File: src/rtl/trlb_pkg.sv
// Package for the terminal receive line buffer.
// Holds character codes, result kinds and configuration register indexes.
// No dependencies.
package trlb_pkg;

  typedef logic [7:0] char_t;

  localparam char_t CH_BS = 8'h08;
  localparam char_t CH_LF = 8'h0A;
  localparam char_t CH_CR = 8'h0D;

  typedef enum logic [1:0] {
    KIND_ECHO  = 2'd0,
    KIND_DATA  = 2'd1,
    KIND_EMPTY = 2'd2
  } kind_t;

  localparam int CFG_IDX_W = 2;
  typedef logic [CFG_IDX_W-1:0] cfg_idx_t;

  localparam cfg_idx_t REG_LINE_EDIT   = 2'd0;
  localparam cfg_idx_t REG_ECHO_ENABLE = 2'd1;

endpackage

File: src/rtl/trlb_in_if.sv
// Input channel of the terminal receive line buffer: op and received byte.
// Depends on trlb_pkg.
interface trlb_in_if;
  import trlb_pkg::*;
  logic  valid;
  logic  ready;
  logic  op;
  char_t rx_byte;
  modport source (output valid, op, rx_byte, input ready);
  modport sink (input valid, op, rx_byte, output ready);
endinterface

File: src/rtl/trlb_out_if.sv
// Result channel of the terminal receive line buffer: kind, data, last.
// Depends on trlb_pkg.
interface trlb_out_if;
  import trlb_pkg::*;
  logic  valid;
  logic  ready;
  kind_t kind;
  char_t data;
  logic  last;
  modport source (output valid, kind, data, last, input ready);
  modport sink (input valid, kind, data, last, output ready);
endinterface

File: src/rtl/trlb_cfg_if.sv
// Configuration write channel of the terminal receive line buffer.
// Depends on trlb_pkg.
interface trlb_cfg_if;
  import trlb_pkg::*;
  logic     valid;
  logic     ready;
  cfg_idx_t index;
  logic     data;
  modport source (output valid, index, data, input ready);
  modport sink (input valid, index, data, output ready);
endinterface

File: src/rtl/terminal_rx_line_buffer_top.sv
// Terminal receive line buffer: ring store with backspace, CR/LF merging and echo.
// First result: registered, valid in the cycle after the input transfer.
// Input flow: a new item is taken only while the single result register is empty; an
// echoed newline holds it for CR then LF, and an item without result does not hold it.
// Reset: indices, previous character and result control cleared, both config
// bits set to 1; the line store is not cleared. Depends on trlb_pkg and the interfaces.
module terminal_rx_line_buffer_top #(
  parameter int BUFFER_DEPTH = 64
) (
  input logic        clk,
  input logic        rst,
  trlb_in_if.sink    rx_in,
  trlb_out_if.source res_out,
  trlb_cfg_if.sink   cfg
);
  import trlb_pkg::*;

  localparam int IDX_W = (BUFFER_DEPTH > 1) ? $clog2(BUFFER_DEPTH) : 1;
  localparam logic [IDX_W-1:0] IDX_LAST = IDX_W'(BUFFER_DEPTH - 1);

  char_t            line_store [BUFFER_DEPTH];
  char_t            rd_q;

  logic [IDX_W-1:0] read_index, read_index_next;
  logic [IDX_W-1:0] write_index, write_index_next;
  char_t            prev_char, prev_char_next;
  logic             line_edit, echo_enable;

  logic             out_valid, out_valid_next;
  kind_t            out_kind, out_kind_next;
  char_t            out_data, out_data_next;
  logic             out_last, out_last_next;
  logic             out_from_mem, out_from_mem_next;
  logic             pend_valid, pend_valid_next;

  logic             in_fire, out_fire, cfg_fire;
  logic             store_we;
  char_t            store_wdata;
  logic             buf_empty;
  char_t            cs;
  logic [IDX_W-1:0] wi_inc, ri_inc, wi_dec;

  assign rx_in.ready  = !out_valid;
  assign cfg.ready    = 1'b1;
  assign in_fire      = rx_in.valid && rx_in.ready;
  assign out_fire     = out_valid && res_out.ready;
  assign cfg_fire     = cfg.valid && cfg.ready;

  assign res_out.valid = out_valid;
  assign res_out.kind  = out_kind;
  assign res_out.data  = out_from_mem ? rd_q : out_data;
  assign res_out.last  = out_last;

  assign buf_empty = (read_index == write_index);
  assign wi_inc    = (write_index == IDX_LAST) ? '0 : write_index + 1'b1;
  assign ri_inc    = (read_index == IDX_LAST) ? '0 : read_index + 1'b1;
  assign wi_dec    = (write_index == '0) ? IDX_LAST : write_index - 1'b1;

  always_comb begin
    read_index_next   = read_index;
    write_index_next  = write_index;
    prev_char_next    = prev_char;
    out_valid_next    = out_valid;
    out_kind_next     = out_kind;
    out_data_next     = out_data;
    out_last_next     = out_last;
    out_from_mem_next = out_from_mem;
    pend_valid_next   = pend_valid;
    store_we          = 1'b0;
    store_wdata       = rx_in.rx_byte;
    cs                = rx_in.rx_byte;

    if (out_fire) begin
      if (pend_valid) begin
        out_kind_next     = KIND_ECHO;
        out_data_next     = CH_LF;
        out_last_next     = 1'b1;
        out_from_mem_next = 1'b0;
        pend_valid_next   = 1'b0;
      end else begin
        out_valid_next = 1'b0;
      end
    end

    if (in_fire) begin
      if (rx_in.op) begin
        out_valid_next    = 1'b1;
        out_last_next     = 1'b1;
        out_data_next     = '0;
        if (buf_empty) begin
          out_kind_next     = KIND_EMPTY;
          out_from_mem_next = 1'b0;
        end else begin
          out_kind_next     = KIND_DATA;
          out_from_mem_next = 1'b1;
          read_index_next   = ri_inc;
        end
      end else if (line_edit && rx_in.rx_byte == CH_BS) begin
        if (!buf_empty) begin
          write_index_next = wi_dec;
        end
        if (echo_enable) begin
          out_valid_next    = 1'b1;
          out_kind_next     = KIND_ECHO;
          out_data_next     = CH_BS;
          out_last_next     = 1'b1;
          out_from_mem_next = 1'b0;
        end
      end else if (line_edit &&
                   ((rx_in.rx_byte == CH_LF && prev_char == CH_CR) ||
                    (rx_in.rx_byte == CH_CR && prev_char == CH_LF))) begin
        // drop merged CR/LF
      end else begin
        if (line_edit) begin
          prev_char_next = rx_in.rx_byte;
          if (rx_in.rx_byte == CH_CR) begin
            cs = CH_LF;
          end
        end
        store_we         = 1'b1;
        store_wdata      = cs;
        write_index_next = wi_inc;
        if (wi_inc == read_index) begin
          read_index_next = ri_inc;
        end
        if (echo_enable) begin
          out_valid_next    = 1'b1;
          out_kind_next     = KIND_ECHO;
          out_from_mem_next = 1'b0;
          if (line_edit && cs == CH_LF) begin
            out_data_next   = CH_CR;
            out_last_next   = 1'b0;
            pend_valid_next = 1'b1;
          end else begin
            out_data_next = cs;
            out_last_next = 1'b1;
          end
        end
      end
    end
  end

  always_ff @(posedge clk) begin
    if (store_we) begin
      line_store[write_index] <= store_wdata;
    end
  end

  always_ff @(posedge clk) begin
    if (in_fire && rx_in.op) begin
      rd_q <= line_store[read_index];
    end
  end

  always_ff @(posedge clk) begin
    out_kind <= out_kind_next;
    out_data <= out_data_next;
    out_last <= out_last_next;
  end

  always_ff @(posedge clk) begin
    if (rst) begin
      read_index   <= '0;
      write_index  <= '0;
      prev_char    <= '0;
      out_valid    <= 1'b0;
      out_from_mem <= 1'b0;
      pend_valid   <= 1'b0;
      line_edit    <= 1'b1;
      echo_enable  <= 1'b1;
    end else begin
      read_index   <= read_index_next;
      write_index  <= write_index_next;
      prev_char    <= prev_char_next;
      out_valid    <= out_valid_next;
      out_from_mem <= out_from_mem_next;
      pend_valid   <= pend_valid_next;
      if (cfg_fire && cfg.index == REG_LINE_EDIT) begin
        line_edit <= cfg.data;
      end
      if (cfg_fire && cfg.index == REG_ECHO_ENABLE) begin
        echo_enable <= cfg.data;
      end
    end
  end

  a_pend_has_out: assert property (@(posedge clk) disable iff (rst)
    pend_valid |-> out_valid)
    else $error("pending LF without a result in the output register");

  a_mem_is_data: assert property (@(posedge clk) disable iff (rst)
    (out_valid && out_from_mem) |-> (out_kind == KIND_DATA && out_last))
    else $error("store data shown on a result that is not read data");

  a_cr_then_lf: assert property (@(posedge clk) disable iff (rst)
    (res_out.valid && res_out.ready && !res_out.last) |=>
      (res_out.valid && res_out.kind == KIND_ECHO && res_out.data == CH_LF &&
       res_out.last))
    else $error("echoed CR not followed by LF");

  a_ready_idle: assert property (@(posedge clk) disable iff (rst)
    rx_in.ready |-> (!res_out.valid && !pend_valid))
    else $error("input taken while a result is outstanding");

endmodule
File: src/flat_wrapper.sv
// flat-port wrapper written by rule: the top's interface ports become plain ports
module terminal_rx_line_buffer_top_flat import trlb_pkg::*;
#(
  parameter int BUFFER_DEPTH = 64
)
  (clk, rst, rx_in_valid, rx_in_op, rx_in_rx_byte, rx_in_ready, res_out_valid, res_out_kind, res_out_data, res_out_last, res_out_ready, cfg_valid, cfg_index, cfg_data, cfg_ready);
  trlb_in_if rx_in_i ();
  trlb_out_if res_out_i ();
  trlb_cfg_if cfg_i ();
  input logic clk;
  input logic rst;
  input wire logic [$bits(rx_in_i.valid)-1:0] rx_in_valid;
  input wire logic [$bits(rx_in_i.op)-1:0] rx_in_op;
  input wire logic [$bits(rx_in_i.rx_byte)-1:0] rx_in_rx_byte;
  output wire logic [$bits(rx_in_i.ready)-1:0] rx_in_ready;
  output wire logic [$bits(res_out_i.valid)-1:0] res_out_valid;
  output wire logic [$bits(res_out_i.kind)-1:0] res_out_kind;
  output wire logic [$bits(res_out_i.data)-1:0] res_out_data;
  output wire logic [$bits(res_out_i.last)-1:0] res_out_last;
  input wire logic [$bits(res_out_i.ready)-1:0] res_out_ready;
  input wire logic [$bits(cfg_i.valid)-1:0] cfg_valid;
  input wire logic [$bits(cfg_i.index)-1:0] cfg_index;
  input wire logic [$bits(cfg_i.data)-1:0] cfg_data;
  output wire logic [$bits(cfg_i.ready)-1:0] cfg_ready;
  assign rx_in_i.valid = rx_in_valid;
  assign rx_in_i.op = rx_in_op;
  assign rx_in_i.rx_byte = rx_in_rx_byte;
  assign rx_in_ready = rx_in_i.ready;
  assign res_out_valid = res_out_i.valid;
  assign res_out_kind = res_out_i.kind;
  assign res_out_data = res_out_i.data;
  assign res_out_last = res_out_i.last;
  assign res_out_i.ready = res_out_ready;
  assign cfg_i.valid = cfg_valid;
  assign cfg_i.index = cfg_index;
  assign cfg_i.data = cfg_data;
  assign cfg_ready = cfg_i.ready;
  terminal_rx_line_buffer_top #(.BUFFER_DEPTH(BUFFER_DEPTH)) u_core (.clk(clk), .rst(rst), .rx_in(rx_in_i), .res_out(res_out_i), .cfg(cfg_i));
endmodule
File: config.mk
export PLATFORM = sky130hd
export DESIGN_NAME = terminal_rx_line_buffer_top_flat
export DESIGN_NICKNAME = d
export VERILOG_FILES = /design/src/rtl/trlb_pkg.sv /design/src/rtl/trlb_in_if.sv /design/src/rtl/trlb_out_if.sv /design/src/rtl/trlb_cfg_if.sv /design/src/rtl/terminal_rx_line_buffer_top.sv /design/src/flat_wrapper.sv
export SDC_FILE = /design/constraint.sdc
export NUM_CORES = 1
export LEC_CHECK = 0
export BUFFER_PORTS_ARGS = -buffer_cell sky130_fd_sc_hd__buf_2
export CAP_MARGIN = 20
export CORE_MARGIN = 4
export CORE_UTILIZATION = 54
export CTS_CLUSTER_SIZE = 12
export DETAILED_ROUTE_END_ITERATION = 8
export PLACE_DENSITY_LB_ADDON = 0.2
export SLEW_MARGIN = 20
export SYNTH_ARGS = -nofsm -noshare
export SYNTH_HDL_FRONTEND = slang
export SYNTH_SLANG_ARGS = --single-unit
File: constraint.sdc
create_clock -name clk -period 4.12 [get_ports clk]
set_input_delay 0.412 -clock clk [delete_from_list [all_inputs] [get_ports clk]]
set_output_delay 0.412 -clock clk [all_outputs]
set_load 0.02 [all_outputs]
After elaboration in Yosys (flattened, before gate mapping)
Memory sizes are Yosys's and may differ from the RTL's. A register that Yosys moved wholly into a read port is not among the register bits. Cells that the tools add are included. W data, S select, Z words.

Register bits after elaboration: 36. Word-level logic and storage cells: 128. Input port bits: 17. Memory bits (writable): 512. Memories kept: 1. Output and inout port bits: 14.

Reductions and logical operators: 18. Bitwise gates (word level): 3. Muxes and demuxes: 76. $add $sub $neg: 3. Equal/unequal tests: 16.

Memories: u_core.line_store (depth 64, width 8, rd ports 1, clocked after memory_dff 1, wr ports 1, RTL line terminal_rx_line_buffer_top.sv:21) `char_t line_store [BUFFER_DEPTH];`.

Operators by type and width (number): $mux W8 (20); $mux W6 (11); $eq A8 B4 Y1 const B (6); $mux W1 (37); $mux W2 (8); $add A6 B1 Y6 const B (2); $eq A6 B6 Y1 (2); $eq A6 B6 Y1 const B (2); $logic_and A1 B1 Y1 (10); $reduce_and A5 Y1 (2); $ne A2 B2 Y1 const B (4); $logic_not A6 Y1 (1); $sub A6 B1 Y6 const B (1); $reduce_and A4 Y1 (1); $not A1 Y1 (3); $eq A2 B1 Y1 const B (1); $logic_not A2 Y1 (1); $ne A2 B1 Y1 const B (1); $reduce_bool A2 Y1 (1); $logic_not A1 Y1 (1); $logic_or A1 B1 Y1 (1).

Logic depth before layout (Yosys ltp)
Gate-level depths: netlist of the first run.

Depth after elaboration: 16. Depth in mapped cells: 10. Mapped depth without buffers: 8.

Worst setup path before layout of the first run
OpenSTA, ideal clock, no wires.

Path type: input port to flip-flop. From: input port rx_in_rx_byte[7]. To: memory u_core.line_store[0][0] (netlist name) (data pin). Setup slack: 937 ps. Data arrival time: 2816 ps. Path buffers: 2. Cell stages on the path: 9. Data required time: 3753 ps. Setup time: 367 ps. Path through: nor4_1 -> nand3_1 -> nor2b_1 -> buf_2 -> nor3_1 -> nand3_1 -> buf_2 -> or2_2 -> and2_1.

Cells in the longest elaborated chain, start to end: 11. Elaborated cells on any way between the ends: 18. Classes of those cells: 3 x eq/ne; 10 x mux; 5 x reduce/logical.

Ends and longest elaborated chain: from (decl) (RTL line flat_wrapper.sv:14) `input wire logic [$bits(rx_in_i.rx_byte)-1:0] rx_in_rx_byte;`; $eq A8 B4 Y1 (RTL line terminal_rx_line_buffer_top.sv:111, terminal_rx_line_buffer_top.sv:116); $mux W8 (RTL line terminal_rx_line_buffer_top.sv:116) `if (rx_in.rx_byte == CH_CR) begin`; $mux W8 (RTL line terminal_rx_line_buffer_top.sv:114) `if (line_edit) begin`; $mux W8 (RTL line terminal_rx_line_buffer_top.sv:109) `end else if (line_edit &&`; $mux W8 (RTL line terminal_rx_line_buffer_top.sv:98) `end else if (line_edit && rx_in.rx_byte == CH_BS) begin`; $mux W8 (RTL line terminal_rx_line_buffer_top.sv:86) `if (rx_in.op) begin`; $mux W8 (RTL line terminal_rx_line_buffer_top.sv:85) `if (in_fire) begin`; $mux W8 (RTL line terminal_rx_line_buffer_top.sv:109); $mux W8 (*) (RTL line terminal_rx_line_buffer_top.sv:98); $mux W8 (*) (RTL line terminal_rx_line_buffer_top.sv:86); $mux W8 (*) (RTL line terminal_rx_line_buffer_top.sv:85); net u_core.store_wdata[0] (RTL line terminal_rx_line_buffer_top.sv:38) `char_t store_wdata;`; to (decl) (RTL line terminal_rx_line_buffer_top.sv:21).

The timed path passes the listed nets; every way through them passes the cells marked *. The select of a mux whose other input is x is not followed.

==> flow_metrics.env, run 1 <==
export IMPL_layout_worst_path_cycle_share=0.788
export IMPL_fmaxAchievable_mhz=308
export IMPL_timing_critical_path_slowest_cell_delay_ns=0.91
export IMPL_synthTopCellsByArea="sky130_fd_sc_hd__edfxtp_1 (70%), sky130_fd_sc_hd__mux4_2 (17%), sky130_fd_sc_hd__dfxtp_1 (3.2%), sky130_fd_sc_hd__nor2_1 (1.7%), sky130_fd_sc_hd__clkbuf_1 (0.56%)"
export IMPL_timing_critical_path_to_type="register"
export IMPL_placement_setup_worst_slack_ns=0.753
export IMPL_num_io_pins=31
export IMPL_power_ir_vdd_worst_v=0.000344
export IMPL_floorplan_die_area_mm2=0.0446
export IMPL_most_common_cell_after_layout_fill_and_taps_aside="sky130_fd_sc_hd__edfxtp_1"
export IMPL_die_h_um=211
export IMPL_layout_area_overhead_vs_synth_pct=13.0
export IMPL_route_vias_total=11100
export IMPL_path_delay_family="multiplexers"
export IMPL_dp_hpwl_um=29800
export IMPL_path_clk_slew_ns=0.07
export IMPL_cts_htree_levels=2
export IMPL_cp_cell_instances="buf_12, mux4_2, mux4_2, mux4_2"
export IMPL_routed_wl_um=48800
export IMPL_postSynth_topFlopCell="sky130_fd_sc_hd__edfxtp_1"
export IMPL_syn_nets=1133
export IMPL_synthCells=1112
export IMPL_worstPathMaxFanout=41
export IMPL_antenna_cells=0
export IMPL_initial_utilization=0.546
export IMPL_relSlewSlack=0.223
export IMPL_fraction_of_synthesis_flops_using_an_asynchronous_set_or_reset_pin=0
export IMPL_gr_usage_all_layers=0.225
export IMPL_cts_root_buffer="sky130_fd_sc_hd__clkbuf_16"
export IMPL_first_global_vias=11100
export IMPL_synth_enable_flop_cells=520
export IMPL_global_route_wire_length_before_repair_um=74100
export IMPL_gp_routability_congestion=0.864
export IMPL_final_setup_skew_ns=0.0124
export IMPL_worstPathRequired_ns=4.44
export IMPL_status="complete, no violations"
export IMPL_cts_root_to_sink_buffers=3
export IMPL_timing_hold_worst_class="in -> reg"
export IMPL_critPathSlowestCell="sky130_fd_sc_hd__dfxtp_4"
export IMPL_cts_resized=0
export IMPL_critical_setup_path_kind="reg -> reg"
export IMPL_drt_iter0_markers=1296
export IMPL_timing_final_setup_violations=0
export IMPL_rrSetupSlack_ns=0.87
export IMPL_finalHoldViolCount=0
export IMPL_core_area_mm2=0.0408
export IMPL_tightest_slew_ns=1.16
export IMPL_post_synth_instance_area_mm2=0.0223
export IMPL_cts_buffers_inserted=57
export IMPL_tritoncts="yes"
export IMPL_final_routed_wire_length_divided_by_cell_count_um=27.3
export IMPL_fin_crit_ns=3.25
export IMPL_final_net_count=1243
export IMPL_timing_max_cap_violations=0
export IMPL_leakage_nw=7.92
export IMPL_powerDensity_mw_per_mm2=459
export IMPL_post_route_drc_count=0
export IMPL_fp_dieW_um=211
export IMPL_finalSetupTns_ns=0
export IMPL_yosysSeqAreaShare=0.733
export IMPL_mostFrequentLayoutCells="sky130_fd_sc_hd__edfxtp_1 (520), sky130_fd_sc_hd__mux4_2 (168), sky130_fd_sc_hd__nor2_1 (99), sky130_fd_sc_hd__buf_4 (87), sky130_fd_sc_hd__clkbuf_16 (57)"
export IMPL_post_route_ant_nets=0
export IMPL_placementRows=74
export IMPL_io_buffers=29
export IMPL_clock_insertion_delay_worst_skew_ns=0.59
export IMPL_arrival_ns=3.57
export IMPL_drt_pre_antenna_iters=6
export IMPL_synth_cell_type_count=61
export IMPL_timing_final_ws_setup_ns=0.873
export IMPL_synth_largest_area_cell="sky130_fd_sc_hd__edfxtp_1"
export IMPL_cts_hold_buffers=0
export IMPL_ys_ff_latch=556
export IMPL_number_of_antenna_violations_at_the_first_check_in_global_routing=0
export IMPL_drv_slew=0
export IMPL_final_fill_count=2824
export IMPL_cp_num_buf_inv=1
export IMPL_timing_critical_path_from_type="register"
export IMPL_detail_route_vias_per_cell=6.23
export IMPL_rsz0062_at_grt="false"
export IMPL_synth_warning_count=0
export IMPL_netlist_area_leader_share=0.701
export IMPL_grt_start_max_net_pins=68
export IMPL_worst_path_most_repeated_cell="sky130_fd_sc_hd__mux4_2"
export IMPL_syn_mean_instance_area_um2=20.0
export IMPL_grt_overflow_total=0
export IMPL_post_route_cells_drive_above_1_share=0.298
export IMPL_post_cts_buffers=0
export IMPL_clock_sinks=556
-- cell families (layout without fill, tap and decap cells) --
group                    count (synthesis)  in the layout  synth area share
AND/OR/NAND/NOR                        204            204            0.0434
adder cells (fa/ha/maj)                  4              4           0.00225
multiplexers                           188            188             0.179
buffers and inverters                   77            222            0.0157
flip-flops                             556            556             0.733
other                                    1              1          0.000168
XOR/XNOR                                10             10           0.00393
AO/OA/AOI/OAI                           72             72            0.0225
-- layout make-up --
class / instances / area [um^2] / area share
repair buffers: 120 / 878 / 0.0349
multi-input cells: 479 / 5610 / 0.223
inverters: 8 / 30.0 / 0.00119
clock inverters: 18 / 160 / 0.00636
flip-flops and latches: 556 / 16300 / 0.649
well taps: 532 / 666 / 0.0264
clock buffers: 76 / 1500 / 0.0595
-- worst paths after layout --
path              depth (start not counted)                         startpoint                             to
hold reg to reg                           2         u_core.out_data[5]$_DFF_P_     u_core.out_data[5]$_DFF_P_
hold / removal                            2                           cfg_data  u_core.line_edit$_SDFFE_PP1P_
setup / recovery                          4  u_core.read_index[0]$_SDFFE_PP0P_       u_core.rd_q[6]$_DFFE_PP_
setup reg to reg                          4  u_core.read_index[0]$_SDFFE_PP0P_       u_core.rd_q[6]$_DFFE_PP_
-- metal layers --
layer  global-route usage  vias to the layer above  part of all wire
met1                0.343                     5847              0.43
li1                     -                     4785                 -
met5                    0                        -                 0
met4               0.0617                        0             0.023
met3               0.0532                       70             0.080
met2                0.334                      441              0.47
-- Yosys cell counts (all sizes together) (2+ instances only) --
library cell	count
edfxtp	520
mux4	168
nor2	99
buf	36
dfxtp	36
clkbuf	33
nand2	24
nand3	20
o21ai	17
a21oi	14
mux2i	11
mux2	9
nor2b	8
and2	7
inv	7
nor3	7
nor4	7
a31oi	6
nand3b	6
nor3b	6
xnor2	5
xor2	5
and3	4
ha	4
nand2b	4
o31ai	4
or3	4
a211oi	3
a32oi	3
nand4	3
o22ai	3
a211o	2
a311oi	2
a41oi	2
o211a	2
o211ai	2
o21bai	2
-- sequential cells by signal, indices dropped and copies added (netlist names) --
signal,cells
u_core.line_store,512
u_core.out_data,8
u_core.prev_char,8
u_core.rd_q,8
u_core.read_index,6
u_core.write_index,6
u_core.res_out.kind,2
u_core.echo_enable,1
u_core.line_edit,1
u_core.out_from_mem,1
u_core.pend_valid,1
u_core.res_out.last,1
u_core.res_out.valid,1
-- stage by stage --
stage / util / std cells / power (W) / hold WS [ns] / cell area, um^2
5_1_grt: 0.617 / 1789 / 0.0120 / 0.0480 / 25200
3_5_place_dp: 0.576 / 1695 / 0.00698 / 0.461 / 23500
6_report: 0.617 / 1789 / 0.0116 / 0.0506 / 25200
4_1_cts: 0.617 / 1789 / 0.0117 / 0.0254 / 25200
3_3_place_gp: 0.576 / 1695 / 0.00697 / 0.450 / 23500
2_1_floorplan: - / 1112 / 0.00677 / 0.427 / 22300
-- worst register-to-register path, delay by kind of cell (launching register included) --
kind | cells | cell delay [ns]
flops | 1 | 0.91
mux | 3 | 1.69
buf+inv | 1 | 0.38
-- power breakdown --
part | internal (W) | total, W | switching (W)
registers | 0.00620 | 0.00625 | 0.0000490
logic | 0.000260 | 0.000602 | 0.000343
clock network | 0.00270 | 0.00471 | 0.00201
Note: power is estimated with default switching activity, not from simulation.
==> inputs of run 2 (changes only) <==
==> constraint.sdc (replaced) <==
create_clock -name clk -period 3 [get_ports clk]
set_input_delay 0.3 -clock clk [delete_from_list [all_inputs] [get_ports clk]]
set_output_delay 0.3 -clock clk [all_outputs]
set_load 0.02 [all_outputs]
==> run 2 against run 1 <==
First-iteration DRC count is 0.15% higher. Cell count down 0.45%. Sequential share of layout area hardly changed. Wire length shrank 3.2%. Clock skew rose by 0.016 ns. Critical path type unchanged. Highest routed layer unchanged. Die area stayed put. Combinational power grew 47%. Clock power rose by 35%. Worst hold slack gained 0.0049 ns. Global-route usage shrank 0.92 points.
==> flow_metrics.env, run 2 (same netlist as run 1, synthesis figures left out) <==
export IMPL_cp_cell_instances="and4b_1, and3_1, o211ai_1, nand2b_1, nor2_1, buf_4, nand2_1, nor2_1"
export IMPL_antenna_cells=0
export IMPL_p_sw_w=0.00325
export IMPL_route_vias_total=11000
export IMPL_tritoncts="yes"
export IMPL_core_area_mm2=0.0408
export IMPL_timing_final_setup_violations=0
export IMPL_layout_area_overhead_vs_synth_pct=13.0
export IMPL_power_ir_vdd_worst_v=0.000429
export IMPL_grt_start_max_net_pins=69
export IMPL_biggest_register="u_core.line_store"
export IMPL_clock_insertion_delay_worst_skew_ns=0.61
export IMPL_power_share_combinational=0.056
export IMPL_drt_pre_antenna_iters=6
export IMPL_tightest_slew_ns=0.862
export IMPL_relSlewSlack=0.423
export IMPL_clock_power_share=0.402
export IMPL_post_route_drc_count=0
export IMPL_final_setup_skew_ns=0.0288
export IMPL_gr_usage_all_layers=0.216
export IMPL_worstPathRequired_ns=3.23
export IMPL_critPathSlowestCell="sky130_fd_sc_hd__nor2_1"
export IMPL_final_net_count=1232
export IMPL_timing_critical_path_from_type="register"
export IMPL_cts_root_buffer="sky130_fd_sc_hd__clkbuf_16"
export IMPL_first_global_vias=11000
export IMPL_cts_htree_levels=2
export IMPL_placement_setup_worst_slack_ns=0.0202
export IMPL_gp_routability_congestion=0.823
export IMPL_timing_final_ws_setup_ns=0.102
export IMPL_initial_utilization=0.546
export IMPL_power_report_internal_total_w=0.0125
export IMPL_clock_sinks=556
export IMPL_leakage_nw=7.86
export IMPL_drv_slew=0
export IMPL_finish_cell_count_without_fillers=1781
export IMPL_worst_path_most_repeated_cell="sky130_fd_sc_hd__nor2_1"
export IMPL_powerDensity_mw_per_mm2=627
export IMPL_fp_dieW_um=211
export IMPL_status="complete, no violations"
export IMPL_detail_route_vias_per_cell=6.19
export IMPL_final_routed_wire_length_divided_by_cell_count_um=26.5
export IMPL_rsz0062_at_grt="true"
export IMPL_placementRows=74
export IMPL_grt_overflow_total=0
export IMPL_num_io_pins=31
export IMPL_routed_wl_um=47200
export IMPL_largest_register_ffs=512
export IMPL_timing_hold_worst_class="in -> reg"
export IMPL_floorplan_die_area_mm2=0.0446
export IMPL_fin_crit_ns=2.90
export IMPL_dp_hpwl_um=29900
export IMPL_p_seq_frac=0.542
export IMPL_finalHoldViolCount=0
export IMPL_post_route_cells_drive_above_1_share=0.298
export IMPL_critical_setup_path_kind="reg -> reg"
export IMPL_post_route_ant_nets=0
export IMPL_cts_buffers_inserted=55
export IMPL_power_switching_fraction=0.206
export IMPL_post_cts_buffers=0
export IMPL_global_route_wire_length_before_repair_um=71500
export IMPL_drt_iter0_markers=1298
export IMPL_worstPathMaxFanout=8
export IMPL_cts_root_to_sink_buffers=3
export IMPL_arrival_ns=3.13
export IMPL_mostFrequentLayoutCells="sky130_fd_sc_hd__edfxtp_1 (520), sky130_fd_sc_hd__mux4_2 (168), sky130_fd_sc_hd__nor2_1 (90), sky130_fd_sc_hd__buf_4 (72), sky130_fd_sc_hd__clkbuf_16 (56)"
export IMPL_layout_worst_path_cycle_share=0.966
export IMPL_timing_critical_path_slowest_cell_delay_ns=0.63
export IMPL_die_h_um=211
export IMPL_path_clk_slew_ns=0.06
export IMPL_most_common_cell_after_layout_fill_and_taps_aside="sky130_fd_sc_hd__edfxtp_1"
export IMPL_io_buffers=29
export IMPL_timing_max_cap_violations=0
export IMPL_timing_critical_path_to_type="register"
export IMPL_fmaxAchievable_mhz=345
export IMPL_dp_cells=1685
export IMPL_number_of_antenna_violations_at_the_first_check_in_global_routing=0
## run 2: changes by cell type in the layout (fill, tap and decap cells not counted), moves of 2 or more
cell / before / now
sky130_fd_sc_hd__clkinv_2: 5 / 3
sky130_fd_sc_hd__clkbuf_1: 19 / 28
sky130_fd_sc_hd__buf_4: 87 / 72
sky130_fd_sc_hd__buf_12: 4 / 9
sky130_fd_sc_hd__nor2_2: 0 / 9
sky130_fd_sc_hd__clkinvlp_4: 2 / 0
sky130_fd_sc_hd__nor2_1: 99 / 90
sky130_fd_sc_hd__clkinv_1: 9 / 3
## run 2: worst paths after layout
| path | start | slack, ns | endpoint | cells after the start |
|---|---|---|---|---|
| setup / recovery | u_core.prev_char[1]$_SDFFE_PP0P_ | 0.10 | u_core.line_store[22][3]$_DFFE_PP_ | 8 |
| hold / removal | res_out_ready | 0.06 | u_core.pend_valid$_SDFF_PP0_ | 4 |
| setup reg to reg | u_core.prev_char[1]$_SDFFE_PP0P_ | 0.10 | u_core.line_store[22][3]$_DFFE_PP_ | 8 |
| hold reg to reg | u_core.out_data[5]$_DFF_P_ | 0.46 | u_core.out_data[5]$_DFF_P_ | 2 |
## run 2: timing repair
item                       in CTS  in global routing
setup endpoints to repair       0                120
hold buffers                    1                  0
hold endpoints to repair        2                  0
gates resized for setup         0                  9
## run 2: stage by stage
step | area (um^2) | util | total power [W] | setup TNS [ns] | hold slack (ns)
2_1_floorplan | 22300 | - | 0.00930 | 0 | 0.418
3_3_place_gp | 23500 | 0.576 | 0.00960 | -0.0664 | 0.439
3_5_place_dp | 23500 | 0.576 | 0.00961 | 0 | 0.458
4_1_cts | 25200 | 0.616 | 0.0159 | 0 | 0.0239
5_1_grt | 25200 | 0.617 | 0.0163 | -3.21 | 0.0538
6_report | 25200 | 0.617 | 0.0158 | 0 | 0.0554
## run 2: layout make-up
class / count / area (um^2)
well taps: 532 / 666
repair buffers: 111 / 876
fillers: 2780 / 15600
inverters: 8 / 30.0
clock buffers: 85 / 1520
multi-input cells: 479 / 5630
clock inverters: 10 / 119
flip-flops and latches: 556 / 16300
## run 2: per-layer routing
metal | vias up | share of wire | GRT usage
li1 | 4772 | - | -
met1 | 5732 | 0.42 | 0.321
met2 | 446 | 0.47 | 0.325
met3 | 67 | 0.082 | 0.0542
met4 | 0 | 0.025 | 0.0624
met5 | - | 0 | 0
## run 2: power by group through the flow
stage	combinational, W	sequential [W]	clock (W)
final	0.000883	0.00856	0.00635
after global routing	0.000951	0.00856	0.00683
after CTS	0.000894	0.00856	0.00648
after detailed placement	0.000891	0.00872	0
after global placement	0.000880	0.00872	0
after floorplan	0.000589	0.00871	0
## run 2: critical path, delay by kind of cell (launching register included)
kind                   cells  cell delay, ns
AOI/OAI and AO/OA          1            0.32
buffers and inverters      1            0.18
and+or+nand+nor            6            1.68
DFF                        1            0.34
==> inputs of run 3 (changes only) <==
==> constraint.sdc (replaced) <==
create_clock -name clk -period 2.6 [get_ports clk]
set_input_delay 0.26 -clock clk [delete_from_list [all_inputs] [get_ports clk]]
set_output_delay 0.26 -clock clk [all_outputs]
set_load 0.02 [all_outputs]
==> run 3 against run 2 <==
The flow now finishes with violations (negative setup slack). Register-to-register slack lost 0.17 ns. Global-route usage grew 1.6 points. Clock skew shrank 0.017 ns. Wire length grew 7.0%. Non-clock buffer count grew 67. Clock-buffer cell count shrank 9. Sequential power grew 15%. First-iteration DRC count grew 1.9%. Largest power group unchanged. Highest routed layer unchanged.
==> flow_metrics.env, run 3 (same netlist as run 1, synthesis figures left out) <==
export IMPL_die_h_um=211
export IMPL_most_common_cell_after_layout_fill_and_taps_aside="sky130_fd_sc_hd__edfxtp_1"
export IMPL_clock_sinks=556
export IMPL_arrival_ns=3.00
export IMPL_num_io_pins=31
export IMPL_grt_start_max_net_pins=68
export IMPL_relSlewSlack=0.432
export IMPL_tritoncts="yes"
export IMPL_floorplan_die_area_mm2=0.0446
export IMPL_rsz0062_at_grt="true"
export IMPL_global_route_wire_length_before_repair_um=76200
export IMPL_io_buffers=29
export IMPL_gp_routability_congestion=0.907
export IMPL_finalHoldViolCount=0
export IMPL_grt_overflow_total=0
export IMPL_final_routed_wire_length_divided_by_cell_count_um=27.4
export IMPL_layout_worst_path_cycle_share=1.03
export IMPL_cts_root_buffer="sky130_fd_sc_hd__clkbuf_16"
export IMPL_timing_critical_path_to_type="register"
export IMPL_hold_ws_ns=0.0290
export IMPL_post_route_ant_nets=0
export IMPL_worstPathMaxFanout=7
export IMPL_tightest_slew_ns=0.849
export IMPL_cts_root_to_sink_buffers=3
export IMPL_timing_final_setup_violations=6
export IMPL_violations="negative setup slack"
export IMPL_cts_buffers_inserted=56
export IMPL_leakage_nw=8.30
export IMPL_timing_final_ws_setup_ns=-0.0724
export IMPL_final_setup_skew_ns=0.0115
export IMPL_layout_area_overhead_vs_synth_pct=16.9
export IMPL_first_global_vias=11600
export IMPL_post_route_cells_drive_above_1_share=0.355
export IMPL_route_vias_total=11700
export IMPL_placementRows=74
export IMPL_drt_iter0_markers=1323
export IMPL_cts_htree_levels=2
export IMPL_timing_critical_path_from_type="register"
export IMPL_timing_max_cap_violations=0
export IMPL_number_of_antenna_violations_at_the_first_check_in_global_routing=1
export IMPL_timing_hold_worst_class="in -> reg"
export IMPL_post_route_drc_count=0
export IMPL_fp_dieW_um=211
export IMPL_fin_crit_ns=2.67
export IMPL_status="finished with violations"
export IMPL_dp_hpwl_um=30900
export IMPL_mostFrequentLayoutCells="sky130_fd_sc_hd__edfxtp_1 (520), sky130_fd_sc_hd__mux4_2 (168), sky130_fd_sc_hd__buf_4 (111), sky130_fd_sc_hd__nor2_1 (70), sky130_fd_sc_hd__clkbuf_16 (60)"
export IMPL_drt_pre_antenna_iters=4
export IMPL_biggest_register="u_core.line_store"
export IMPL_critical_setup_path_kind="reg -> reg"
export IMPL_initial_utilization=0.546
export IMPL_power_ir_vdd_worst_v=0.000501
export IMPL_drv_slew=0
export IMPL_powerDensity_mw_per_mm2=701
export IMPL_path_clk_slew_ns=0.06
export IMPL_placedInstanceArea_mm2=0.0239
export IMPL_core_area_mm2=0.0408
export IMPL_finalSetupTns_ns=-0.232
export IMPL_gr_usage_all_layers=0.232
export IMPL_largest_register_ffs=512
export IMPL_routed_wl_um=50500
export IMPL_final_net_count=1300
export IMPL_antenna_cells=0
export IMPL_worstPathRequired_ns=2.93
export IMPL_fmaxAchievable_mhz=374
export IMPL_clock_insertion_delay_worst_skew_ns=0.60
export IMPL_detail_route_vias_per_cell=6.34
export IMPL_postLayoutCellArea_mm2=0.0261
==> run 3: changes by cell type in the layout (fill, tap and decap cells not counted), moves of 4 or more <==
cell / previous run / this run
sky130_fd_sc_hd__buf_12: 9 / 21
sky130_fd_sc_hd__buf_16: 0 / 5
sky130_fd_sc_hd__buf_4: 72 / 111
sky130_fd_sc_hd__buf_6: 0 / 4
sky130_fd_sc_hd__clkbuf_1: 28 / 16
sky130_fd_sc_hd__clkbuf_16: 56 / 60
sky130_fd_sc_hd__clkinv_1: 3 / 7
sky130_fd_sc_hd__nor2_1: 90 / 70
sky130_fd_sc_hd__nor2_2: 9 / 29
==> run 3: timing repair <==
action,4_1_cts,5_1_grt
setup buffers,13,6
pin swaps,0,1
cloned,6,3
hold buffers,2,0
resized for setup,36,20
hold endpoints to repair,3,0
endpoints found under the setup margin,143,145
==> run 3: where the power goes <==
part	switching, W	internal, W	leakage [nW]
registers	0.0000445	0.00983	4.97
clock network	0.00311	0.00405	0.784
logic	0.000645	0.000591	2.54
==> run 3: final timing paths <==
kind / start / end / slack (ns) / cells after the start
worst max-delay path: u_core.read_index[0]$_SDFFE_PP0P_ / u_core.rd_q[5]$_DFFE_PP_ / -0.07 / 5
worst min-delay path: cfg_valid / u_core.echo_enable$_SDFFE_PP1P_ / 0.03 / 4
worst max register to register: u_core.read_index[0]$_SDFFE_PP0P_ / u_core.rd_q[5]$_DFFE_PP_ / -0.07 / 5
worst min register to register: u_core.out_data[5]$_DFF_P_ / u_core.out_data[5]$_DFF_P_ / 0.46 / 2
==> run 3: per-layer routing <==
metal | vias up | share of wire | global-route usage
met1 | 6216 | 0.43 | 0.357
met2 | 484 | 0.48 | 0.361
met4 | 0 | 0.019 | 0.0472
met5 | - | 0 | 0
li1 | 4914 | - | -
met3 | 70 | 0.074 | 0.0388
==> run 3: metrics by stage <==
stage | total power (W) | std cells | worst slack (ns) | util
final | 0.0183 | 1843 | -0.0724 | 0.638
after global routing | 0.0189 | 1843 | -0.188 | 0.638
after CTS | 0.0184 | 1836 | -0.0529 | 0.635
after detailed placement | 0.0112 | 1725 | -0.189 | 0.586
after global placement | 0.0111 | 1725 | -0.161 | 0.586
after floorplan | 0.0107 | 1112 | -0.0109 | -
==> run 3: layout make-up <==
type	instances	area, um^2
Timing Repair Buffer	178	1720
Clock buffer	76	1530
Inverter	8	30.0
Sequential cell	556	16300
Multi-Input combinational cell	479	5710
Fill cell	2698	14800
Tap cell	532	666
Clock inverter	14	70.1
==> run 3: critical path, cell delays in order, from the launching register on <==
cell	delay (ns)
sky130_fd_sc_hd__dfxtp_4	0.45
sky130_fd_sc_hd__buf_12	0.18
sky130_fd_sc_hd__buf_12	0.13
sky130_fd_sc_hd__mux4_2	0.57
sky130_fd_sc_hd__mux4_2	0.55
sky130_fd_sc_hd__mux4_2	0.50
